===== config.mk =====
export PLATFORM = sky130hd
export DESIGN_NAME = xorshift128plus_prng_splitmix_seed_top
export DESIGN_NICKNAME = d
export VERILOG_FILES = /design/src/rtl/core/xsp_pkg.sv /design/src/rtl/core/xorshift128plus_prng_splitmix_seed_top.sv /design/src/rtl/core/xsp_mul.sv
export SDC_FILE = /design/constraint.sdc
export NUM_CORES = 2
export LEC_CHECK = 0
export BUFFER_PORTS_ARGS = -buffer_cell sky130_fd_sc_hd__clkbuf_2
export CAP_MARGIN = 0
export CORE_MARGIN = 5
export CORE_UTILIZATION = 45
export DETAILED_ROUTE_END_ITERATION = 6
export GPL_TIMING_DRIVEN = 0
export SLEW_MARGIN = 20
export SYNTH_ARGS = -nofsm -noshare
export SYNTH_HDL_FRONTEND = slang
export SYNTH_SLANG_ARGS = --single-unit

===== constraint.sdc =====
create_clock -name clk_i -period 13 [get_ports clk_i]
set_input_delay 2.6 -clock clk_i [delete_from_list [all_inputs] [get_ports clk_i]]
set_output_delay 2.6 -clock clk_i [all_outputs]
set_load 0.02 [all_outputs]

===== src/rtl/core/xsp_pkg.sv =====
// Shared types and constants for the xorshift128+ generator with splitmix64 seeding.
package xsp_pkg;

  localparam int unsigned WordW = 64;
  localparam int unsigned HalfW = 32;

  localparam logic [WordW-1:0] MixGamma = 64'h9e37_79b9_7f4a_7c15;
  localparam logic [WordW-1:0] MixMul1  = 64'hbf58_476d_1ce4_e5b9;
  localparam logic [WordW-1:0] MixMul2  = 64'h94d0_49bb_1331_11eb;

  localparam int unsigned XsShiftA = 23;
  localparam int unsigned XsShiftB = 18;
  localparam int unsigned XsShiftC = 5;
  localparam int unsigned MixShiftA = 30;
  localparam int unsigned MixShiftB = 27;
  localparam int unsigned MixShiftC = 31;

  typedef enum logic [1:0] {
    KIND_DRAW64 = 2'd0,
    KIND_DRAW32 = 2'd1,
    KIND_SEED   = 2'd2,
    KIND_LOAD   = 2'd3
  } kind_e;

  // Operand pair for the shared 32x32 multiplier.
  typedef struct packed {
    logic [HalfW-1:0] a;
    logic [HalfW-1:0] b;
  } mul_req_t;

endpackage


===== src/rtl/core/xorshift128plus_prng_splitmix_seed_top.sv =====
// Top level of the xorshift128+ generator with splitmix64 seeding.
//
//   channel | signals                                     | direction
//   --------+---------------------------------------------+----------
//   in      | in_valid_i, in_ready_o, kind_i, seed_i,     | to block
//           | load_word0_i, load_word1_i                  |
//   out     | out_valid_o, out_ready_i, value_o, error_o  | from block
//
// Draws and loads finish in the cycle that accepts them: the result is registered
// into the output register, and a new item can be taken in the next cycle while
// the output register is empty or being read. A seed runs two splitmix64 rounds
// through one shared 32x32 multiplier; each round is a counter step followed by
// two 64-bit multiplications, and the seed's item reaches the output after its second round.
// Reset clears both state words to zero, so draws before any seed or load return zero.
// The input is held off while a seed runs or while a result waits unaccepted.
module xorshift128plus_prng_splitmix_seed_top
  import xsp_pkg::*;
(
  input  logic             clk_i,
  input  logic             rst_ni,
  input  logic             in_valid_i,
  output logic             in_ready_o,
  input  logic [1:0]       kind_i,
  input  logic [WordW-1:0] seed_i,
  input  logic [WordW-1:0] load_word0_i,
  input  logic [WordW-1:0] load_word1_i,
  output logic             out_valid_o,
  input  logic             out_ready_i,
  output logic [WordW-1:0] value_o,
  output logic             error_o
);

  // The sequencer idles, steps the splitmix counter, or walks the multiplier.
  typedef enum logic [1:0] {
    S_IDLE,
    S_PRE,
    S_MUL
  } state_e;

  state_e           state_q, state_d;
  logic [WordW-1:0] s0_q, s0_d, s1_q, s1_d;
  logic [WordW-1:0] ctr_q, ctr_d;
  logic [WordW-1:0] z_q, z_d;
  logic [WordW-1:0] acc_q, acc_d;
  logic [1:0]       ph_q, ph_d;
  logic             pass_q, pass_d;
  logic             word_q, word_d;
  logic             out_valid_q, out_valid_d;
  logic [WordW-1:0] value_q, value_d;
  logic             error_q, error_d;

  logic             in_acc;
  logic [WordW-1:0] sum;
  logic [WordW-1:0] xa;
  logic [WordW-1:0] nxt1;
  logic [WordW-1:0] ctr_inc;
  logic [WordW-1:0] mul_k;
  logic [WordW-1:0] z_new;
  logic [WordW-1:0] prod;
  mul_req_t         mreq;

  assign in_ready_o = (state_q == S_IDLE) && (!out_valid_q || out_ready_i);
  assign in_acc     = in_valid_i && in_ready_o;

  // One xorshift128+ step on the current state words.
  assign sum  = s0_q + s1_q;
  assign xa   = s0_q ^ (s0_q << XsShiftA);
  assign nxt1 = xa ^ s1_q ^ (xa >> XsShiftB) ^ (s1_q >> XsShiftC);

  assign ctr_inc = ctr_q + MixGamma;

  // The first multiplication of a round uses the first constant, the second the other.
  assign mul_k = pass_q ? MixMul2 : MixMul1;
  assign z_new = acc_q + {prod[HalfW-1:0], {HalfW{1'b0}}};

  // Partial products: low x low, low x high, then high x low.
  always_comb begin
    case (ph_q)
      2'd0:    mreq = '{a: z_q[HalfW-1:0], b: mul_k[HalfW-1:0]};
      2'd1:    mreq = '{a: z_q[HalfW-1:0], b: mul_k[WordW-1:HalfW]};
      default: mreq = '{a: z_q[WordW-1:HalfW], b: mul_k[HalfW-1:0]};
    endcase
  end

  xsp_mul u_mul (
    .clk_i  (clk_i),
    .req_i  (mreq),
    .prod_o (prod)
  );

  always_comb begin
    state_d     = state_q;
    s0_d        = s0_q;
    s1_d        = s1_q;
    ctr_d       = ctr_q;
    z_d         = z_q;
    acc_d       = acc_q;
    ph_d        = ph_q;
    pass_d      = pass_q;
    word_d      = word_q;
    out_valid_d = out_valid_q;
    value_d     = value_q;
    error_d     = error_q;

    if (out_valid_q && out_ready_i) begin
      out_valid_d = 1'b0;
    end

    case (state_q)
      S_IDLE: begin
        if (in_acc) begin
          value_d = '0;
          error_d = 1'b0;
          case (kind_e'(kind_i))
            KIND_DRAW64: begin
              s0_d        = s1_q;
              s1_d        = nxt1;
              value_d     = sum;
              out_valid_d = 1'b1;
            end
            KIND_DRAW32: begin
              s0_d        = s1_q;
              s1_d        = nxt1;
              value_d     = {{HalfW{1'b0}}, sum[HalfW-1:0]};
              out_valid_d = 1'b1;
            end
            KIND_SEED: begin
              ctr_d   = seed_i;
              word_d  = 1'b0;
              state_d = S_PRE;
            end
            default: begin
              s0_d        = load_word0_i;
              s1_d        = load_word1_i;
              error_d     = (load_word0_i == '0) && (load_word1_i == '0);
              out_valid_d = 1'b1;
            end
          endcase
        end
      end
      S_PRE: begin
        ctr_d   = ctr_inc;
        z_d     = ctr_inc ^ (ctr_inc >> MixShiftA);
        ph_d    = 2'd0;
        pass_d  = 1'b0;
        state_d = S_MUL;
      end
      S_MUL: begin
        ph_d = ph_q + 2'd1;
        case (ph_q)
          2'd0: ;
          2'd1: acc_d = prod;
          2'd2: acc_d = z_new;
          default: begin
            if (!pass_q) begin
              z_d    = z_new ^ (z_new >> MixShiftB);
              pass_d = 1'b1;
            end else if (!word_q) begin
              s0_d    = z_new ^ (z_new >> MixShiftC);
              word_d  = 1'b1;
              state_d = S_PRE;
            end else begin
              s1_d        = z_new ^ (z_new >> MixShiftC);
              out_valid_d = 1'b1;
              state_d     = S_IDLE;
            end
          end
        endcase
      end
      default: state_d = S_IDLE;
    endcase
  end

  always_ff @(posedge clk_i or negedge rst_ni) begin
    if (!rst_ni) begin
      state_q     <= S_IDLE;
      s0_q        <= '0;
      s1_q        <= '0;
      ph_q        <= 2'd0;
      pass_q      <= 1'b0;
      word_q      <= 1'b0;
      out_valid_q <= 1'b0;
    end else begin
      state_q     <= state_d;
      s0_q        <= s0_d;
      s1_q        <= s1_d;
      ph_q        <= ph_d;
      pass_q      <= pass_d;
      word_q      <= word_d;
      out_valid_q <= out_valid_d;
    end
  end

  // Datapath registers carry no reset.
  always_ff @(posedge clk_i) begin
    ctr_q   <= ctr_d;
    z_q     <= z_d;
    acc_q   <= acc_d;
    value_q <= value_d;
    error_q <= error_d;
  end

  assign out_valid_o = out_valid_q;
  assign value_o     = value_q;
  assign error_o     = error_q;

  // A seed holds the output empty until its last round completes.
  assert property (@(posedge clk_i) disable iff (!rst_ni)
    (state_q != S_IDLE) |-> !out_valid_q)
    else $error("output valid while a seed is running");

  // An accepted seed starts the counter step next.
  assert property (@(posedge clk_i) disable iff (!rst_ni)
    (in_acc && (kind_i == KIND_SEED)) |=> (state_q == S_PRE))
    else $error("seed did not start the splitmix sequence");

  // The error flag only comes with a zero value.
  assert property (@(posedge clk_i) disable iff (!rst_ni)
    (out_valid_q && error_q) |-> (value_q == '0))
    else $error("error raised with a nonzero value");

  // An accepted zero load leaves both state words zero.
  assert property (@(posedge clk_i) disable iff (!rst_ni)
    (in_acc && (kind_i == KIND_LOAD) && (load_word0_i == '0) && (load_word1_i == '0))
      |=> (s0_q == '0) && (s1_q == '0) && error_q)
    else $error("zero load not reflected in state or flag");

endmodule


===== src/rtl/core/xsp_mul.sv =====
// Shared 32x32 multiplier with a registered 64-bit product.
module xsp_mul
  import xsp_pkg::*;
(
  input  logic             clk_i,
  input  mul_req_t         req_i,
  output logic [WordW-1:0] prod_o
);

  logic [WordW-1:0] prod_q;

  always_ff @(posedge clk_i) begin
    prod_q <= WordW'(req_i.a) * WordW'(req_i.b);
  end

  assign prod_o = prod_q;

endmodule


Word-level counts from Yosys, hierarchy flattened
Cells that the tools add are included.

storage, ports and cells
  logic and storage cells = 109
  memories = 0
  bits in latches = 0
  memory bits (read-only) = 0
  flip-flop bits (word level) = 456
  memory bits (writable) = 0

cells by class
  reductions and logical operators = 27
  bitwise operators = 7
  shift operators = 0
  equal/unequal tests = 14
  $add $sub $neg = 4
  div/mod/pow operators = 0
  order comparisons = 0
  multiply operators = 1
  multiplexer cells = 43

operators by type and width
  operator                                        number
  case mux 64 bit (2 select lines)                9
  2-to-1 mux 64 bit                               12
  adder 64 bit                                    2
  zero test 64 bit                                2
  XOR 64 bit                                      2
  adder 64 bit (second input constant)            1
  multiplier 32 x 32 -> 64 bit                    1
  XOR 64 x 33 -> 64 bit                           1
  XOR 64 x 34 -> 64 bit                           1
  XOR 64 x 37 -> 64 bit                           1
  XOR 64 x 46 -> 64 bit                           1
  XOR 64 x 59 -> 64 bit                           1
  2-to-1 mux 62 bit                               1
  != test 2 bit (second input constant)           7
  2-to-1 mux 1 bit                                12
  AND reduction 6 bit                             2
  2-to-1 mux 2 bit                                4
  nonzero test 2 bit                              4
  == test 2 x 1 -> 1 bit (second input constant)  3
  == test 2 bit (second input constant)           3
  zero test 2 bit                                 3
  case mux 1 bit (2 select lines)                 3
  case mux 2 bit (3 select lines)                 1
  AND reduction 2 bit                             3
  11 further kinds                                16

Depth between registers and ports, before layout
  depth after elaboration = 7
  mapped depth = 38
  depth with buffers taken out = 33

Cells and area by module
Synthesis repeated with hierarchy kept, for this count alone.

second synthesis, totals
  cells, all modules = 6682
  area total of the unflattened synthesis = 62347.3 um2

by module, submodules not included
  module                                  cells each  seq. area each (um2)  times used  area each (um2)
  xsp_mul                                 3810        1281.2                1           34772.1
  xorshift128plus_prng_splitmix_seed_top  2872        11095.6               1           27575.2

Worst setup path after synthesis
Ideal clock, no wire load.

  path type = flip-flop to flip-flop
  start = register ph_q[1]
  end = register u_mul.prod_q[58] (netlist: u_mul.prod_o[58])
  arrival time = 9493 ps
  stages on the path, launching flop included = 35
  data required time = 12928 ps
  period minus slack after synthesis = 9566 ps
  setup slack = 3434 ps
  path through = dfrtp_1 > clkbuf_1 > clkbuf_1 > buf_1 > inv_1 > ha_1 > nor2_1 > or2_2 > clkbuf_1 > mux2_2 > clkbuf_1 > nand2_1 > fa_1 > inv_1 > fa_1 > fa_1 > inv_1 > fa_1 > inv_1 > fa_1 > fa_1 > fa_1 > fa_1 > ha_1 > buf_6 > a21o_1 > a21o_1 > a221oi_2 > o221ai_2 > or3_1 > o21ba_4 > a221oi_4 > o21ai_2 > a221oi_2 > xnor2_1

on the way
  longest elaborated chain between the ends = 3
  elaborated cells on any way between the ends = 4
  those cells by class = mul: 1; eq/ne: 1; mux: 1; reduce/logical: 1

RTL lines
  what                                                       RTL line                                       RTL
  from (decl)                                                xorshift128plus_prng_splitmix_seed_top.sv:45   logic [1:0] ph_q, ph_d;
  from (signal assigned)                                     xorshift128plus_prng_splitmix_seed_top.sv:187  ph_q <= ph_d;
  == test 2 x 1 -> 1 bit or zero test 2 bit (tied branches)  xorshift128plus_prng_splitmix_seed_top.sv:78   case (ph_q)
  case mux 64 bit (2 select lines) (*)                       xorshift128plus_prng_splitmix_seed_top.sv:78
  multiplier 32 x 32 -> 64 bit (*)                           xsp_mul.sv:13                                  prod_q <= WordW'(req_i.a) * WordW'(req_i.b);
  to (signal assigned)                                       xsp_mul.sv:13
  to (decl)                                                  xsp_mul.sv:10                                  logic [WordW-1:0] prod_q;

Every way passes the cells marked *; elsewhere a longest branch is shown, timed or not.
A chain may end at the register's enable or synchronous reset.

Worst setup path in the final report
  start = register ph_q[1]
  end = register u_mul.prod_q[51] (netlist: u_mul.prod_o[51])

Same word-level chain as after synthesis.

==> flow_summary.json <==
{
  "worstHoldPathType": "reg2reg",
  "most-common-layout-cells": "sky130_fd_sc_hd__inv_1 (1108), sky130_fd_sc_hd__fa_1 (813), sky130_fd_sc_hd__nand2_1 (489)",
  "dr.pass1.iters": 6,
  "ctsHtreeMaxLevel": 2,
  "cts.hold.buffers_added": 0,
  "critical_path.max_stage_delay_ns": 0.86,
  "placementRows": 132,
  "dominantRegCellSynth": "sky130_fd_sc_hd__edfxtp_1",
  "grt_setup_unrepaired": "no",
  "cts_root_buffer": "sky130_fd_sc_hd__clkbuf_16",
  "mappedNetlistNets": 7550,
  "tightestPinTransition_ns": 1.279,
  "ctsLongestPathBuffers": 3,
  "mostFrequentLayoutCell": "sky130_fd_sc_hd__inv_1",
  "floorplan.core_area_sq_um": 129200,
  "grt_start_max_net_pins": 78,
  "synth_top_area_share": 0.2792,
  "max_cap_viol_count": 0,
  "tritoncts.num_buffers": 49,
  "finalClockSkew_ns": 0.03346,
  "timing.critical_path.max_delay_family": "adder cells",
  "post_synth_main_area_contributors": "sky130_fd_sc_hd__fa_1 (28%), sky130_fd_sc_hd__edfxtp_1 (13%), sky130_fd_sc_hd__ha_1 (9.6%)",
  "area_of_the_die_sq_um": 136800,
  "fill_cell_total_of_the_finished_layout": 12480,
  "die_x_microns": 369.9,
  "timing.final.max_slew_violations": 0,
  "critical_path.endpoint_type": "register",
  "hold_ws_ns": 0.5152,
  "final.period_utilization": 0.9790,
  "drc": 0,
  "synthesized_area_per_cell_sq_um": 9.571,
  "finalWeightedCongestion": 1.022,
  "floorplan.initialDensity": 0.4514,
  "synth_warnings": 0,
  "post_synthesis_register_bit_count": 456,
  "finalWorstPathRequiredPeriod_ns": 12.73,
  "post_synth_instance_area_sq_um": 58300,
  "num-nets-final": 7889,
  "first_global_vias": 48270,
  "critical_path_arrival_ns": 13.24,
  "critical_path_buf_inv_count": 10,
  "clkTransAtPathRegs_ns": 0.06,
  "synth_seq_area_share": 0.2123,
  "finalSetupViolCount": 0,
  "syn_inst": 6091,
  "synth_enable_flop_cells": 257,
  "seqCellArea_sq_um": 12380,
  "die-height_microns": 369.9,
  "post_synth_num_cell_types": 101,
  "drtIter0Drc": 5862,
  "detailed_route_wire_length_per_cell_microns": 31.46,
  "vias_per_cell": 5.858,
  "start_kind": "register",
  "maxSlewHeadroom": 0.1476,
  "port_buffers": 264,
  "drt.antenna.violating_nets": 0,
  "maxClockFrequency_mhz": 78.57,
  "final_hold_viol_count": 0,
  "worstSetupPathType": "reg2reg",
  "detailedPlacementHpwl_mm": 222.3,
  "gr-total-overflow": 0,
  "grt_first_pass_wirelength_mm": 364.4,
  "proportion_of_layout_cells_with_a_drive_suffix_above_1": 0.09643,
  "tritoncts_clock_tree": "done",
  "synthToLayoutAreaGrowth_pct": 9.933,
  "slowest_stage": "sky130_fd_sc_hd__clkdlybuf4s15_1",
  "multi_input_combinational_cell_area_sq_um": 41060,
  "grt_antenna_before_repair": 13,
  "insertion_delay_ns": 0.65,
  "run_status": "finished, final reports clean",
  "async_flop_share": 0.2961,
  "globalRouteTotalUtil": 0.3759,
  "synth_top_area_cell": "sky130_fd_sc_hd__fa_1",
  "required_ns": 13.51,
  "clkSinkCount": 456,
  "timing.critical_path.fanout_max": 10,
  "cp_common_cell": "sky130_fd_sc_hd__fa_1",
  "pin_count": 265,
  "dr_total_vias": 48140,
  "route.final.wire_length_mm": 258.6
}
## metrics by stage
step / setup TNS, ns / cells / setup WS, ns / area [sq um] / util
after global placement: -2.551 / 8097 / -0.5216 / 61800 / 0.4785
after CTS: 0 / 8213 / 0.1180 / 64060 / 0.4960
after floorplan: 0 / 6091 / 3.434 / 58300 / -
after detailed placement: -2.971 / 8122 / -0.4390 / 62400 / 0.4831
final: 0 / 8218 / 0.2732 / 64090 / 0.4962
after global routing: 0 / 8213 / 0.009766 / 64070 / 0.4961
## flip-flops by register name, indices dropped and copies added, names as in the netlist
name	count
out_valid_o	1
ph_q	2
state_q	2
value_o	64
error_o	1
pass_q	1
u_mul.prod_o	64
s1_q	64
z_q	64
acc_q	64
s0_q	64
ctr_q	64
word_q	1
## worst register-to-register path: cells and delay by family, from the launching register on
kind	cells	cell delay, ns
AO/OA/AOI/OAI	5	1.23
adder cells (fa/ha/maj)	10	4.67
XOR/XNOR	1	0.34
flip-flops	1	0.39
buffers and inverters	10	4.49
AND/OR/NAND/NOR	5	1.44
## Yosys cell counts (all sizes together), types with 7 or more instances
cell type and n:
a2111oi 8, a211o 9, a211oi 32, a21boi 12
a21o 95, a21oi 342, a221oi 7, a31oi 30
and2 36, and3 56, buf 23, clkbuf 200
dfrtp 135, dfxtp 64, edfxtp 257, fa 813
ha 448, inv 1108, mux2 147, mux2i 79
nand2 489, nand2b 44, nand3 44, nand4 46
nor2 406, nor2b 49, nor3 42, nor4 43
o211a 8, o211ai 13, o21a 31, o21ai 311
o21bai 38, o31ai 16, or2 18, or3 15
xnor2 321, xor2 175
## layer usage
| layer | vias up | part of all wire | global-route usage |
|---|---|---|---|
| li1 | 20390 | - | - |
| met1 | 24490 | 0.43 | 0.5564 |
| met2 | 2801 | 0.41 | 0.5313 |
| met3 | 456 | 0.11 | 0.09832 |
| met4 | 6 | 0.044 | 0.1326 |
| met5 | - | 0.00015 | 0 |
## final timing paths
kind                       startpoint               end  slack [ns]  cells past startpoint
max reg2reg                   ph_q[1]  u_mul.prod_o[51]        0.27                     31
min reg2reg                   s1_q[0]           s1_q[0]        0.52                      2
min                           s1_q[0]           s1_q[0]        0.52                      2
max                           ph_q[1]  u_mul.prod_o[51]        0.27                     31
max in group asynchronous      rst_ni          s1_q[53]       10.16                      2
min in group asynchronous      rst_ni       out_valid_o        2.00                      1
## cell families (layout without fill, tap and decap cells)
kind of cell	Yosys count	in the layout	share of synthesized area
AOI/OAI and AO/OA	1001	1001	0.1059
xor gates and xnor gates	497	497	0.07557
adders and majority gates	1261	1261	0.3753
buffers and inverters	1335	1715	0.08624
DFF	456	456	0.2123
muxes	226	226	0.04196
other	0	5	0
and+or+nand+nor	1315	1315	0.1026
## final cells by class
class	count	share of cell area
multi-input combinational	4300	0.6406
sequential	456	0.1931
inverter	1112	0.06513
tap	1742	0.03401
timing repair buffer	289	0.02743
clock buffer	62	0.02107
buffer	222	0.01365
clock inverter	30	0.004744
antenna	5	0.0001952
## timing repair
action                                  in CTS  in global routing
buffers inserted                             0                  0
endpoints found under the setup margin      15                 11
gates cloned                                 0                  0
resized for setup                            4                  6
pin swaps                                    0                  0
endpoints found under the hold margin        0                  0
Power is not shown: default switching activity piles up to over one toggle a cycle in this logic, so the estimate is an artifact.
